### src/sv/fdb_pkg.sv
`timescale 1ns / 1ps
`default_nettype none
// ----------------------------------------------------------------------------
// fdb_pkg: shared definitions for the blending downscaler
// Register indexes, reset values, request flags and the RGB565 and
// accumulator helper functions.
// ----------------------------------------------------------------------------
package fdb_pkg;

	localparam int DEF_MAX_COLUMNS = 1024;
	localparam int DEF_MAX_LINES   = 1024;
	localparam int QUEUE_DEPTH     = 4;

	localparam int CFG_IDX_W  = 3;
	localparam int CFG_DATA_W = 16;
	localparam int SIZE_W     = 11;
	localparam int ACC_W      = 17;

	typedef enum logic [CFG_IDX_W-1:0] {
		CFG_ADD_X         = 3'd0,
		CFG_MODULO_X      = 3'd1,
		CFG_ADD_Y         = 3'd2,
		CFG_MODULO_Y      = 3'd3,
		CFG_FRAME_COLUMNS = 3'd4,
		CFG_FRAME_LINES   = 3'd5,
		CFG_BLEND_ROWS    = 3'd6
	} cfg_reg_t;

	localparam logic [15:0]       RST_ADD_X         = 16'd1;
	localparam logic [15:0]       RST_MODULO_X      = 16'd1;
	localparam logic [15:0]       RST_ADD_Y         = 16'd1;
	localparam logic [15:0]       RST_MODULO_Y      = 16'd1;
	localparam logic [SIZE_W-1:0] RST_FRAME_COLUMNS = 11'd320;
	localparam logic [SIZE_W-1:0] RST_FRAME_LINES   = 11'd240;
	localparam logic              RST_BLEND_ROWS    = 1'b1;

	typedef struct packed {
		logic [15:0]       add_x;
		logic [15:0]       modulo_x;
		logic [15:0]       add_y;
		logic [15:0]       modulo_y;
		logic [SIZE_W-1:0] frame_columns;
		logic [SIZE_W-1:0] frame_lines;
		logic              blend_rows;
	} cfg_t;

	// Flags that travel with each line-buffer write request.
	typedef struct packed {
		logic blend;
		logic commit;
		logic fend;
	} op_flags_t;

	// Status of the write-back stage, seen by the top level.
	typedef struct packed {
		logic valid;
		logic go;
		logic commit;
		logic fwd;
	} back_stat_t;

	typedef struct packed {
		logic [ACC_W-1:0] acc;
		logic             reached;
	} acc_res_t;

	function automatic logic [15:0] avg565(input logic [15:0] a, input logic [15:0] b);
		logic [5:0] r;
		logic [6:0] g;
		logic [5:0] bl;
		r  = {1'b0, a[15:11]} + {1'b0, b[15:11]};
		g  = {1'b0, a[10:5]} + {1'b0, b[10:5]};
		bl = {1'b0, a[4:0]} + {1'b0, b[4:0]};
		return {r[5:1], g[6:1], bl[5:1]};
	endfunction

	// Steps an accumulator, subtracting the threshold once reached and
	// saturating at the top of its range.
	function automatic acc_res_t acc_step(input logic [ACC_W-1:0] acc,
			input logic [15:0] inc, input logic [15:0] modv);
		acc_res_t   res;
		logic [ACC_W:0] s;
		s = {1'b0, acc} + {2'b00, inc};
		res.reached = (s >= {2'b00, modv});
		if (res.reached) begin
			s = s - {2'b00, modv};
		end
		res.acc = s[ACC_W] ? {ACC_W{1'b1}} : s[ACC_W-1:0];
		return res;
	endfunction

endpackage
`default_nettype wire

### src/sv/fdb_fifo.sv
`timescale 1ns / 1ps
`default_nettype none
// ----------------------------------------------------------------------------
// fdb_fifo: short request queue between classifier and write-back
// Full flag decoded from a registered count; the head entry is visible while not empty.
// ----------------------------------------------------------------------------
module fdb_fifo
	import fdb_pkg::*;
#(
	parameter int WIDTH = 16,
	parameter int DEPTH = QUEUE_DEPTH
) (
	input  wire              clk,
	input  wire              arst_n,
	input  wire              push,
	input  wire [WIDTH-1:0]  wdata,
	input  wire              pop,
	output logic [WIDTH-1:0] rdata,
	output logic             full,
	output logic             not_empty
);

	localparam int PW = $clog2(DEPTH);

	logic [WIDTH-1:0] slot_q [DEPTH];
	logic [PW-1:0]    wr_ptr_q;
	logic [PW-1:0]    rd_ptr_q;
	logic [PW:0]      count_q;

	assign rdata     = slot_q[rd_ptr_q];
	assign full      = (count_q == (PW+1)'(DEPTH));
	assign not_empty = (count_q != '0);

	always_ff @(posedge clk) begin
		if (push) begin
			slot_q[wr_ptr_q] <= wdata;
		end
	end

	always_ff @(posedge clk or negedge arst_n) begin
		if (!arst_n) begin
			wr_ptr_q <= '0;
			rd_ptr_q <= '0;
			count_q  <= '0;
		end else begin
			if (push) begin
				wr_ptr_q <= (wr_ptr_q == PW'(DEPTH-1)) ? '0 : wr_ptr_q + 1'b1;
			end
			if (pop) begin
				rd_ptr_q <= (rd_ptr_q == PW'(DEPTH-1)) ? '0 : rd_ptr_q + 1'b1;
			end
			if (push && !pop) begin
				count_q <= count_q + 1'b1;
			end else if (pop && !push) begin
				count_q <= count_q - 1'b1;
			end
		end
	end

endmodule
`default_nettype wire

### config.mk
export PLATFORM = sky130hd
export DESIGN_NAME = fdb_fifo
export DESIGN_NICKNAME = d
export VERILOG_FILES = /design/src/sv/fdb_pkg.sv /design/src/sv/fdb_fifo.sv
export SDC_FILE = /design/constraint.sdc
export NUM_CORES = 1
export LEC_CHECK = 0
export ABC_AREA = 1
export BUFFER_PORTS_ARGS = -buffer_cell sky130_fd_sc_hd__clkbuf_2
export CAP_MARGIN = 10
export CORE_MARGIN = 5
export CORE_UTILIZATION = 57
export CTS_CLUSTER_SIZE = 25
export DETAILED_ROUTE_END_ITERATION = 7
export GPL_TIMING_DRIVEN = 0
export PLACE_DENSITY = 0.8
export SLEW_MARGIN = 20
export SYNTH_ARGS = -nofsm -noshare
export SYNTH_HDL_FRONTEND = slang
export SYNTH_SLANG_ARGS = --single-unit
### constraint.sdc
create_clock -name clk -period 3.73 [get_ports clk]
set_clock_uncertainty 0.15 [all_clocks]
set_input_delay 0.1865 -clock clk [delete_from_list [all_inputs] [get_ports clk]]
set_output_delay 0.1865 -clock clk [all_outputs]
set_load 0.02 [all_outputs]
==> impl_summary.md <==
Floorplanning
In this run the core area contains 26 standard-cell rows. The effective utilization at floorplan is 58.5%. The placeable core area is 5110 um^2. The number of I/O pins is 38. Measured along the x axis, the die boundary spans roughly 82 um. The full die area is between 6000 and 7000 um^2.

The die height is 82.4 um.

Logic synthesis
The cell type with the largest total area after synthesis is sky130_fd_sc_hd__edfxtp_1. The number of cells produced by synthesis is 240. The Yosys step of the flow raised 0 warnings.

The share of synthesized area in the top cell type comes to 64.3%. Counting flops and latches in the post-synthesis netlist gives 71. Yosys attributes the largest share of cell area to sky130_fd_sc_hd__edfxtp_1 (64%), sky130_fd_sc_hd__nand2_1 (8.2%), sky130_fd_sc_hd__o211ai_1 (8.0%). The area of the mapped netlist is 2990 um^2. The share of the yosys chip area belonging to registers is 70.1%. After synthesis, the mean cell area works out to 12.5 um^2. The netlist uses 18 different library cells. When the netlist entered floorplanning its net count stood at 267.

Drt
The remaining design rule violation count is 0. Dividing the detail-routed via count by the number of cells gives slightly above 5. Detailed routing placed a total of 3130 um of wire on met2. The detailed router put a total of 2410 um of wire on met1. The per-cell routed wire length is 15.6 um. The iteration count of the initial detailed-routing pass is 4. Summing over every cut layer, the via total after detailed routing is between 1500 and 2000. The final wirelength is 5930 um. The highest metal layer used by the detailed router is met4. The detailed router's first-iteration violation count is 89. In this run the remaining antenna-violating nets after routing total 0.

The routed wire length on met3 is 305 um.

Setup path
Along the worst path, the maximum fanout reaches 10. The critical path launch point type is a flip-flop. The slowest stage of the critical path belongs to the cell sky130_fd_sc_hd__dfrtp_1. STA classifies the critical path endpoint as a primary output. The signal on the critical path passes through buf_4, inv_2, buf_4, o211ai_1, nand2_1, clkbuf_2.

At the worst endpoint, the arrival time is 1630 ps. The cell type with the highest occurrence count on the critical path is sky130_fd_sc_hd__buf_4. The cell family contributing the most delay on the critical path is buffers and inverters. The number of buffer and inverter instances along the worst setup path is 4. The largest single stage delay on the critical path is 390 ps.

The required time at the worst-slack endpoint is between 3000 and 4000 ps. The worst setup path category is reg -> out.

Clock tree
Clock-pin slew was measured on the worst setup and hold paths at 70 ps. The number of buffers inserted during clock tree synthesis is 9. TritonCTS built the clock tree. The post-cts resize count is 0.

The H-tree depth is 3. After clock tree synthesis, the setup repair step added 0 buffers. The tree is rooted in a sky130_fd_sc_hd__clkbuf_8. At the later pin of the worst-skew pair, clock insertion delay measures 340 ps. The clock passes through at most 2 buffers. Buffers inserted to repair hold after CTS numbered 18. Clock tree synthesis found a total of 71 sinks.

GRT
The first global-routing pass estimated 9180 um of wire. The number of antenna violations at the first check in global routing came to 0. The number of global-route vias before repair is 1978. The total global-route track usage is 19.1%. The maximum number of pins on one net before global-route repair is 17. The total overflow left after global routing is 0.

Layout
The synthesis-to-finish area growth is 22.0%. The antenna diode count is 0. Cells fill 71.4% of the core in the end.

Summing all flip-flop and latch instances after layout gives 2100 um^2. The filler cells instantiated in the layout total 349. The total area of multi-input combinational cells is 632 um^2. The fraction of layout cells with a size suffix above 1 is 19.6%. The final net count is 333.

Timing
The final critical-path setup slack is 1760 ps. The headroom to the max-slew limit is ~48%. The sum of negative setup slack is 0 ps.

In the finished design, the share of the clock period the worst path needs comes to 52.7%. The worst-margin pin slew is 775 ps. The number of hold violations in the final report is 0. Setup violations remaining at the end of the flow were counted as 0. The post-route worst hold slack is 16.8 ps. The maximum clock rate is 509 MHz. The routed design could run at a clock period as short as 1970 ps. The total count of max-transition violations in the final report is 0. Setup repair after global routing left no endpoint under its margin.

Power and ir drop
The design draws roughly 0.0027 W. The power density of the placed cells is 744 nW/um^2. The worst voltage drop across the vdd grid is about 460 uV.

For this design the static power due to leakage is 1.59 nW.

Placement
At the end of routability-driven placement, the weighted congestion stood at 0.797. The pre-CTS setup slack is approximately 1900 ps. The placed wire-length estimate after detailed placement is 3530 um. The number of port buffers is 37.

Run status
The run finished with clean final reports.

Min path
The min-delay analysis places its worst path in the category in -> reg.

Flow run
Across the run, the number of max-cap violations was 0.
[sequential cells by signal, summed over array words and instances, names as in the netlist]
name / flops
count_q: 3
rd_ptr_q: 2
slot_q: 64
wr_ptr_q: 2
[final cells by class]
| class | count | area share (%) |
|---|---|---|
| well taps | 70 | 2.40 |
| multi-input cells | 114 | 17.3 |
| plain buffers | 10 | 2.54 |
| clock inverters | 5 | 1.99 |
| repair buffers | 55 | 10.0 |
| flip-flops and latches | 71 | 57.5 |
| clock buffers | 11 | 3.60 |
| inverters | 45 | 4.63 |
[where the power goes]
part	leakage (nW)	internal [W]	switching, W
clock network	0.102	0.000372	0.000269
registers	0.673	0.00103	0.0000599
logic	0.814	0.000336	0.000644
total	1.59	0.00174	0.000973
[cell usage in the layout (no fill, tap or decap)]
master	instances
sky130_fd_sc_hd__fa_1	1
sky130_fd_sc_hd__edfxtp_1	64
sky130_fd_sc_hd__buf_6	6
sky130_fd_sc_hd__nand2_1	65
sky130_fd_sc_hd__bufinv_16	2
sky130_fd_sc_hd__nor2_1	2
sky130_fd_sc_hd__nand3_1	1
sky130_fd_sc_hd__buf_2	2
sky130_fd_sc_hd__clkbuf_8	9
sky130_fd_sc_hd__o21ai_1	1
sky130_fd_sc_hd__clkbuf_2	37
sky130_fd_sc_hd__inv_1	43
sky130_fd_sc_hd__buf_4	2
sky130_fd_sc_hd__xnor2_1	1
sky130_fd_sc_hd__inv_2	2
sky130_fd_sc_hd__nand4_1	1
sky130_fd_sc_hd__ha_1	6
sky130_fd_sc_hd__o211ai_1	32
sky130_fd_sc_hd__o21ai_0	3
sky130_fd_sc_hd__clkinv_1	2
sky130_fd_sc_hd__dfrtp_1	7
sky130_fd_sc_hd__nor3_1	1
sky130_fd_sc_hd__clkinv_2	1
sky130_fd_sc_hd__clkbuf_1	2
sky130_fd_sc_hd__dlygate4sd3_1	18
[metrics by stage]
stage	instance area (um^2)	instances
3_3_place_gp	3260	347
5_1_grt	3650	381
2_1_floorplan	2990	240
6_report	3650	381
4_1_cts	3650	381
3_5_place_dp	3260	347
[cell families after synthesis]
kind of cell	after synthesis	share of synthesized area, %
simple gates	70	8.95
fa+ha+maj	7	3.18
compound gates	36	8.70
flops	71	70.1
buf+inv	55	8.74
xor+xnor	1	0.293
[per-layer routing]
| layer | up-vias | global-route usage, % |
|---|---|---|
| li1 | 945 | - |
| met1 | 922 | 22.4 |
| met2 | 58 | 33.8 |
| met3 | 8 | 2.93 |
| met4 | 0 | 9.97 |
| met5 | - | 0 |
[synth_stat cells]
| library cell | n |
|---|---|
| sky130_fd_sc_hd__edfxtp_1 | 64 |
| sky130_fd_sc_hd__nor3_1 | 1 |
| sky130_fd_sc_hd__nand2_1 | 65 |
| sky130_fd_sc_hd__nand4_1 | 1 |
| sky130_fd_sc_hd__xnor2_1 | 1 |
| sky130_fd_sc_hd__inv_2 | 2 |
| sky130_fd_sc_hd__inv_1 | 43 |
| sky130_fd_sc_hd__nor2_1 | 2 |
| sky130_fd_sc_hd__dfrtp_1 | 7 |
| sky130_fd_sc_hd__buf_2 | 2 |
| sky130_fd_sc_hd__buf_4 | 2 |
| sky130_fd_sc_hd__o21ai_0 | 3 |
| sky130_fd_sc_hd__fa_1 | 1 |
| sky130_fd_sc_hd__o211ai_1 | 32 |
| sky130_fd_sc_hd__nand3_1 | 1 |
| sky130_fd_sc_hd__buf_6 | 6 |
| sky130_fd_sc_hd__ha_1 | 6 |
| sky130_fd_sc_hd__o21ai_1 | 1 |
[worst reg2reg max path, stage by stage (launching register included)]
cell	delay, ps
sky130_fd_sc_hd__dfrtp_1	400
sky130_fd_sc_hd__inv_1	110
sky130_fd_sc_hd__ha_1	160
sky130_fd_sc_hd__nand2_1	50
sky130_fd_sc_hd__inv_1	570
[final timing paths]
path                        startpoint           end  slack (ps)  cells past startpoint
min                               push   wr_ptr_q[0]          20                      2
min reg2reg                 count_q[2]    count_q[2]         330                      2
max reg2reg                wr_ptr_q[1]  slot_q[1][0]        1920                      4
max                        rd_ptr_q[1]      rdata[3]        1760                      6
max in group asynchronous       arst_n    count_q[2]        3180                      2
min in group asynchronous       arst_n    count_q[0]          70                      2
(Power assumes the default switching activity.)
