## src/sv/fdb_pkg.sv

```systemverilog
`timescale 1ns / 1ps
`default_nettype none
// ----------------------------------------------------------------------------
// fdb_pkg: shared definitions for the blending downscaler
// Register indexes, reset values, request flags and the RGB565 and
// accumulator helper functions.
// ----------------------------------------------------------------------------
package fdb_pkg;

	localparam int DEF_MAX_COLUMNS = 1024;
	localparam int DEF_MAX_LINES   = 1024;
	localparam int QUEUE_DEPTH     = 4;

	localparam int CFG_IDX_W  = 3;
	localparam int CFG_DATA_W = 16;
	localparam int SIZE_W     = 11;
	localparam int ACC_W      = 17;

	typedef enum logic [CFG_IDX_W-1:0] {
		CFG_ADD_X         = 3'd0,
		CFG_MODULO_X      = 3'd1,
		CFG_ADD_Y         = 3'd2,
		CFG_MODULO_Y      = 3'd3,
		CFG_FRAME_COLUMNS = 3'd4,
		CFG_FRAME_LINES   = 3'd5,
		CFG_BLEND_ROWS    = 3'd6
	} cfg_reg_t;

	localparam logic [15:0]       RST_ADD_X         = 16'd1;
	localparam logic [15:0]       RST_MODULO_X      = 16'd1;
	localparam logic [15:0]       RST_ADD_Y         = 16'd1;
	localparam logic [15:0]       RST_MODULO_Y      = 16'd1;
	localparam logic [SIZE_W-1:0] RST_FRAME_COLUMNS = 11'd320;
	localparam logic [SIZE_W-1:0] RST_FRAME_LINES   = 11'd240;
	localparam logic              RST_BLEND_ROWS    = 1'b1;

	typedef struct packed {
		logic [15:0]       add_x;
		logic [15:0]       modulo_x;
		logic [15:0]       add_y;
		logic [15:0]       modulo_y;
		logic [SIZE_W-1:0] frame_columns;
		logic [SIZE_W-1:0] frame_lines;
		logic              blend_rows;
	} cfg_t;

	// Flags that travel with each line-buffer write request.
	typedef struct packed {
		logic blend;
		logic commit;
		logic fend;
	} op_flags_t;

	// Status of the write-back stage, seen by the top level.
	typedef struct packed {
		logic valid;
		logic go;
		logic commit;
		logic fwd;
	} back_stat_t;

	typedef struct packed {
		logic [ACC_W-1:0] acc;
		logic             reached;
	} acc_res_t;

	function automatic logic [15:0] avg565(input logic [15:0] a, input logic [15:0] b);
		logic [5:0] r;
		logic [6:0] g;
		logic [5:0] bl;
		r  = {1'b0, a[15:11]} + {1'b0, b[15:11]};
		g  = {1'b0, a[10:5]} + {1'b0, b[10:5]};
		bl = {1'b0, a[4:0]} + {1'b0, b[4:0]};
		return {r[5:1], g[6:1], bl[5:1]};
	endfunction

	// Steps an accumulator, subtracting the threshold once reached and
	// saturating at the top of its range.
	function automatic acc_res_t acc_step(input logic [ACC_W-1:0] acc,
			input logic [15:0] inc, input logic [15:0] modv);
		acc_res_t   res;
		logic [ACC_W:0] s;
		s = {1'b0, acc} + {2'b00, inc};
		res.reached = (s >= {2'b00, modv});
		if (res.reached) begin
			s = s - {2'b00, modv};
		end
		res.acc = s[ACC_W] ? {ACC_W{1'b1}} : s[ACC_W-1:0];
		return res;
	endfunction

endpackage
`default_nettype wire

```

## src/sv/fdb_front.sv

```systemverilog
`timescale 1ns / 1ps
`default_nettype none
// ----------------------------------------------------------------------------
// fdb_front: pixel classifier
// Runs the accumulators and counters for each accepted pixel and emits a
// line-buffer write request whenever an output column is produced.
// ----------------------------------------------------------------------------
module fdb_front
	import fdb_pkg::*;
#(
	parameter int MAX_COLUMNS = DEF_MAX_COLUMNS,
	parameter int MAX_LINES   = DEF_MAX_LINES
) (
	input  wire                         clk,
	input  wire                         arst_n,
	input  wire cfg_t                   cfg,
	input  wire                         in_go,
	input  wire [15:0]                  src_pixel,
	output logic                        op_push,
	output logic [15:0]                 op_pixel,
	output logic [$clog2(MAX_COLUMNS)-1:0] op_col,
	output logic [$clog2(MAX_LINES)-1:0]   op_row,
	output op_flags_t                   op_flags
);

	localparam int CW  = $clog2(MAX_COLUMNS);
	localparam int RW  = $clog2(MAX_LINES);
	localparam int EWC = (CW + 1 > SIZE_W) ? CW + 1 : SIZE_W;
	localparam int EWR = (RW + 1 > SIZE_W) ? RW + 1 : SIZE_W;

	logic [ACC_W-1:0] acc_horiz_q;
	logic [ACC_W-1:0] acc_vert_q;
	logic [15:0]      running_q;
	logic             blend_pending_q;
	logic             row_commits_q;
	logic [CW-1:0]    src_col_q;
	logic [RW-1:0]    src_row_q;
	logic [CW-1:0]    dst_col_q;
	logic [RW-1:0]    dst_row_q;

	logic [EWC-1:0] fc_e, cols_e;
	logic [EWR-1:0] fl_e, lines_e;
	logic           last_col, last_row, row_start, commit;
	logic [15:0]    pix;
	acc_res_t       hres, vres;

	always_comb begin
		fc_e = EWC'(cfg.frame_columns);
		fl_e = EWR'(cfg.frame_lines);
		if (fc_e == '0) begin
			cols_e = EWC'(1);
		end else if (fc_e > EWC'(MAX_COLUMNS)) begin
			cols_e = EWC'(MAX_COLUMNS);
		end else begin
			cols_e = fc_e;
		end
		if (fl_e == '0) begin
			lines_e = EWR'(1);
		end else if (fl_e > EWR'(MAX_LINES)) begin
			lines_e = EWR'(MAX_LINES);
		end else begin
			lines_e = fl_e;
		end
		last_col  = (EWC'(src_col_q) + EWC'(1)) >= cols_e;
		last_row  = (EWR'(src_row_q) + EWR'(1)) >= lines_e;
		row_start = (src_col_q == '0);
		vres      = acc_step(acc_vert_q, cfg.add_y, cfg.modulo_y);
		commit    = row_start ? (vres.reached || last_row) : row_commits_q;
		pix       = (acc_horiz_q >= {1'b0, cfg.add_x}) ? avg565(running_q, src_pixel)
		                                               : src_pixel;
		hres      = acc_step(acc_horiz_q, cfg.add_x, cfg.modulo_x);
	end

	assign op_push         = in_go && (hres.reached || last_col);
	assign op_pixel        = pix;
	assign op_col          = dst_col_q;
	assign op_row          = dst_row_q;
	assign op_flags.blend  = blend_pending_q;
	assign op_flags.commit = commit;
	assign op_flags.fend   = last_col && last_row;

	always_ff @(posedge clk or negedge arst_n) begin
		if (!arst_n) begin
			acc_horiz_q     <= '0;
			acc_vert_q      <= '0;
			running_q       <= '0;
			blend_pending_q <= 1'b0;
			row_commits_q   <= 1'b0;
			src_col_q       <= '0;
			src_row_q       <= '0;
			dst_col_q       <= '0;
			dst_row_q       <= '0;
		end else if (in_go) begin
			if (last_col && last_row) begin
				acc_vert_q <= '0;
			end else if (row_start) begin
				acc_vert_q <= vres.acc;
			end
			if (row_start) begin
				row_commits_q <= commit;
			end
			if (last_col) begin
				src_col_q   <= '0;
				acc_horiz_q <= '0;
				running_q   <= '0;
				dst_col_q   <= '0;
				if (last_row) begin
					src_row_q       <= '0;
					dst_row_q       <= '0;
					blend_pending_q <= 1'b0;
				end else begin
					src_row_q       <= src_row_q + 1'b1;
					blend_pending_q <= cfg.blend_rows && !commit;
					if (commit) begin
						dst_row_q <= dst_row_q + 1'b1;
					end
				end
			end else begin
				src_col_q   <= src_col_q + 1'b1;
				acc_horiz_q <= hres.acc;
				running_q   <= pix;
				if (op_push) begin
					dst_col_q <= dst_col_q + 1'b1;
				end
			end
		end
	end

endmodule
`default_nettype wire

```

## config.mk

```make
export PLATFORM = sky130hd
export DESIGN_NAME = fdb_front
export DESIGN_NICKNAME = d
export VERILOG_FILES = /design/src/sv/fdb_pkg.sv /design/src/sv/fdb_front.sv
export SDC_FILE = /design/constraint.sdc
export NUM_CORES = 1
export LEC_CHECK = 0
export ABC_AREA = 1
export BUFFER_PORTS_ARGS = -buffer_cell sky130_fd_sc_hd__clkbuf_2
export CORE_MARGIN = 4
export CORE_UTILIZATION = 55
export DETAILED_ROUTE_END_ITERATION = 10
export PLACE_DENSITY = 0.77
export RECOVER_POWER = 25
export SYNTH_ARGS = -nofsm -noshare
export SYNTH_HDL_FRONTEND = slang
export SYNTH_SLANG_ARGS = --single-unit
```

## constraint.sdc

```tcl
create_clock -name clk -period 10.3 [get_ports clk]
set_clock_uncertainty 0.2 [all_clocks]
set_input_delay 0 -clock clk [delete_from_list [all_inputs] [get_ports clk]]
set_output_delay 0 -clock clk [all_outputs]
set_load 0.02 [all_outputs]
```

==> results by group <==
Run status
  • Outcome: finished with violations
  • Failing checks: max-capacitance violations, max-slew violations

Timing
  • # setup viols final: 0
  • Final Hold Vio Count: 0
  • Period Utilization, post-route: between 40 and 50%
  • Peak Freq: about 0.2 GHz
  • Min cycle time layout: about 5.0 ns
  • Max_slew headroom: -157%
  • Slew Limit Fails: 70
  • RSZ-0062 raised after global routing: false
  • Setup_tns: 0 ns
  • Worst-margin pin slew: just under 4 ns

Worst setup path
  • Worst reg-to-reg path cell count: 21
  • Crit. End Element: output port
  • Max incr delay on CP: around 0.55 ns
  • Critical path type: flip-flop to output port
  • CP startpoint kind: flip-flop
  • Critical path startpoint: acc_horiz_q[5]
  • Worst r2r src: acc_horiz_q[5]
  • Crit path cell chain: ha_1 > inv_1 > nand2_1 > nor3_1 > nand2_1 > nand2_1 > nand2_1 > nand2_1 > xor2_1 > inv_1 > ha_1 > a21oi_1 > o21ai_0 > a21oi_1 > o21ai_1 > nand2_1 > nand3_2 > nand2_1 > nand2_1 > clkbuf_2
  • Critical Path Stages: 20
  • Critical Path Most Common Cell: nand2_1
  • Max Fanout on Critical Path: 38
  • Required time worst endpoint: 10.10 ns
  • Highest-delay cell along the critical path: nand3_2
  • Buf/Inv on CP: 3
  • Reg2Reg Setup Slack: around 5.6 ns
  • Worst R2R End: op_col[2]
  • Worst setup endpoint: op_push
  • CP delay by family, top: simple AND/OR/NAND/NOR gates
  • CP arrival: 4.75 ns

Finish
  • Fill count: approximately 1900
  • Most common cell after layout, fill and taps aside: nand2_1
  • Commonest cells after routing, fill and taps aside: 515 x nand2_1, 228 x inv_1, 124 x nand3_1
  • # nets final: about 2000
  • N_diodes: 0
  • Fin util: 62.6%
  • Area Growth Syn to Fin: 12.3%
  • Layout cells sized above 1: roughly 11%

Min path
  • HP Class: input pin to flip-flop
  • Hold Path Depth: 7

Placement
  • Routability cong.: ~0.95
  • Dpl hpwl: between 20 and 25 mm
  • Port Buf Inserts: about 150

Yosys
  • Synthesized flop and latch total: approximately 90
  • Top FF cell, synth: dfrtp_1
  • Number of synthesis warnings: 0
  • Syn Std Cell Area: 0.0108 sq mm
  • Distinct cells, synth: 47
  • Register area share after synthesis: between 20% and 30%
  • Async set-reset flop share out of synthesis: between 90% and 100%
  • Post-Synthesis Mean Instance Area: ~6.6 sq um
  • Synth Instances: roughly 1600
  • Number of synthesized flops with an enable pin: 0
  • Syn_nets: between 1500 and 2000

GRT
  • Initial antenna violation count: 0
  • Vias in the first global route: 10565
  • Largest net degree at the start of global routing: 70
  • Global-route wire length before repair: 48.3 mm
  • GRT Total Usage: around a quarter
  • Remaining global-route overflow: 0

Floorplanning
  • Row cnt: 51
  • Die Area: roughly 0.022 sq mm
  • Chip Width: ~150 um
  • I/O Pins: between 100 and 150
  • Core Region: between 0.015 and 0.02 sq mm
  • Die span in y: roughly 150 um
  • Initial Util: 55.7%

Route
  • 1st-iter DRT viols: roughly 620
  • Post-Route WL: between 20 and 30 mm
  • Vias: 11011
  • First-pass detailed-route iteration total: 5
  • Wire per inst: around 14 um
  • Residual DRC: 0
  • Vias per cell: between 5 and 6
  • Post-route antenna net violation count: 0

Clock network
  • Clock sink total: 92
  • CTS tree: built
  • Post-CTS Hold Buffers: 24
  • Clk buf depth: 2
  • H-tree Lvls: 3
  • Clock Pin Slew Worst Setup and Hold Paths: roughly 0.080 ns
  • Post-CTS sizing: 0
  • Later-pin clock latency in the skew report: ~0.36 ns
  • Setup Fix Bufs, Post-CTS: 0
  • CTS root buffer: clkbuf_16
  • CTS Buf Count: 9

Job
  • Max-cap violations: 1
[kinds of logic (layout without fill, tap and decap cells)]
family / count (synthesis) / after routing / synth area share [%]
flip-flops: 92 / 92 / 21.3
AND/OR/NAND/NOR: 858 / 858 / 35.3
XOR/XNOR: 82 / 82 / 6.64
adder cells (fa/ha/maj): 127 / 127 / 15.2
AO/OA/AOI/OAI: 212 / 212 / 10.8
buffers and inverters: 278 / 428 / 10.8
[final cells by class]
cell class | count | area (sq um) | share of cell area, %
multi-input cells | 1279 | 7340 | 60.5
flip-flops and latches | 92 | 2300 | 19.0
repair buffers | 171 | 943 | 7.77
inverters | 241 | 905 | 7.45
well taps | 265 | 332 | 2.73
clock buffers | 10 | 239 | 1.97
clock inverters | 6 | 80.1 | 0.660
[worst register-to-register path, stage by stage, from the launching register on]
cell and delay [ns]:
dfrtp_1 0.41, ha_1 0.33, inv_1 0.13, nand2_1 0.12, nor3_1 0.20, nand2_1 0.08, nand2_1 0.12, nand2_1 0.07
nand2_1 0.08, xor2_1 0.19, inv_1 0.07, ha_1 0.36, a21oi_1 0.20, o21ai_0 0.15, a21oi_1 0.15, o21ai_1 0.11
nand2_1 0.11, nand3_2 0.55, nand2_1 0.42, nand2_1 0.30, nand2_1 0.13, a21oi_1 0.08
[routing by layer]
| layer | vias up | wire length (um) | track usage, % |
|---|---|---|---|
| met2 | 305 | 13900 | 46.1 |
| met5 | - | 0 | 0 |
| met3 | 49 | 1150 | 2.47 |
| li1 | 5614 | - | - |
| met4 | 0 | 646 | 7.85 |
| met1 | 5043 | 13300 | 34.6 |
[stage by stage]
stage / hold WS, ns / setup slack, ns / instances / area (sq um)
after global placement: -0.261 / 5.84 / 2024 / 11600
after floorplan: -0.496 / 6.85 / 1649 / 10800
after global routing: 0.0811 / 4.80 / 2064 / 12100
final: 0.0194 / 5.35 / 2064 / 12100
after detailed placement: -0.260 / 5.73 / 2024 / 11600
after CTS: 0.0126 / 5.41 / 2064 / 12200
[state kept, by name, summed over array words and instances, names as in the netlist, 10 cells and up]
name	flops
running_q	16
op_row	10
acc_vert_q	17
src_col_q	10
op_col	10
src_row_q	10
acc_horiz_q	17
[synthesized netlist by cell type, types with 3 or more instances]
cell type / instances / area share, %
a21oi_1: 90 / 4.2
nand2_2: 11 / 0.64
buf_4: 6 / 0.42
and2_1: 16 / 0.93
fa_1: 7 / 1.3
o21ai_1: 28 / 1.3
a21o_1: 4 / 0.28
nand2_1: 515 / 18
nor3_1: 18 / 0.83
nor2_1: 97 / 3.4
o31ai_1: 3 / 0.21
xor2_1: 52 / 4.2
xnor2_1: 30 / 2.4
o211ai_1: 3 / 0.21
nand2_4: 3 / 0.31
nand3b_1: 4 / 0.28
o21ai_0: 51 / 2.4
nor2_4: 4 / 0.42
o21bai_1: 8 / 0.56
nand3_1: 124 / 5.7
a21oi_2: 8 / 0.65
o22ai_1: 9 / 0.52
dfrtp_1: 92 / 21
inv_2: 11 / 0.38
inv_1: 228 / 7.9
o21a_1: 3 / 0.21
ha_1: 120 / 14
clkbuf_1: 12 / 0.42
buf_6: 9 / 0.94
nand3_2: 14 / 1.3
nand4_1: 33 / 1.9
nor4_1: 9 / 0.52
buf_2: 7 / 0.32
[worst min path at each step]
stage	startpoint	to	slack (ns)
detailed placement	arst_n	running_q[7]	-0.26
global placement	arst_n	running_q[7]	-0.26
floorplan	arst_n	acc_horiz_q[0]	-0.50
CTS	cfg[56]	acc_horiz_q[1]	0.01
global route	cfg[23]	acc_vert_q[0]	0.08
finish	cfg[23]	acc_vert_q[0]	0.02
Power is not shown: default switching activity piles up to over one toggle a cycle in this logic, so the estimate is an artifact.
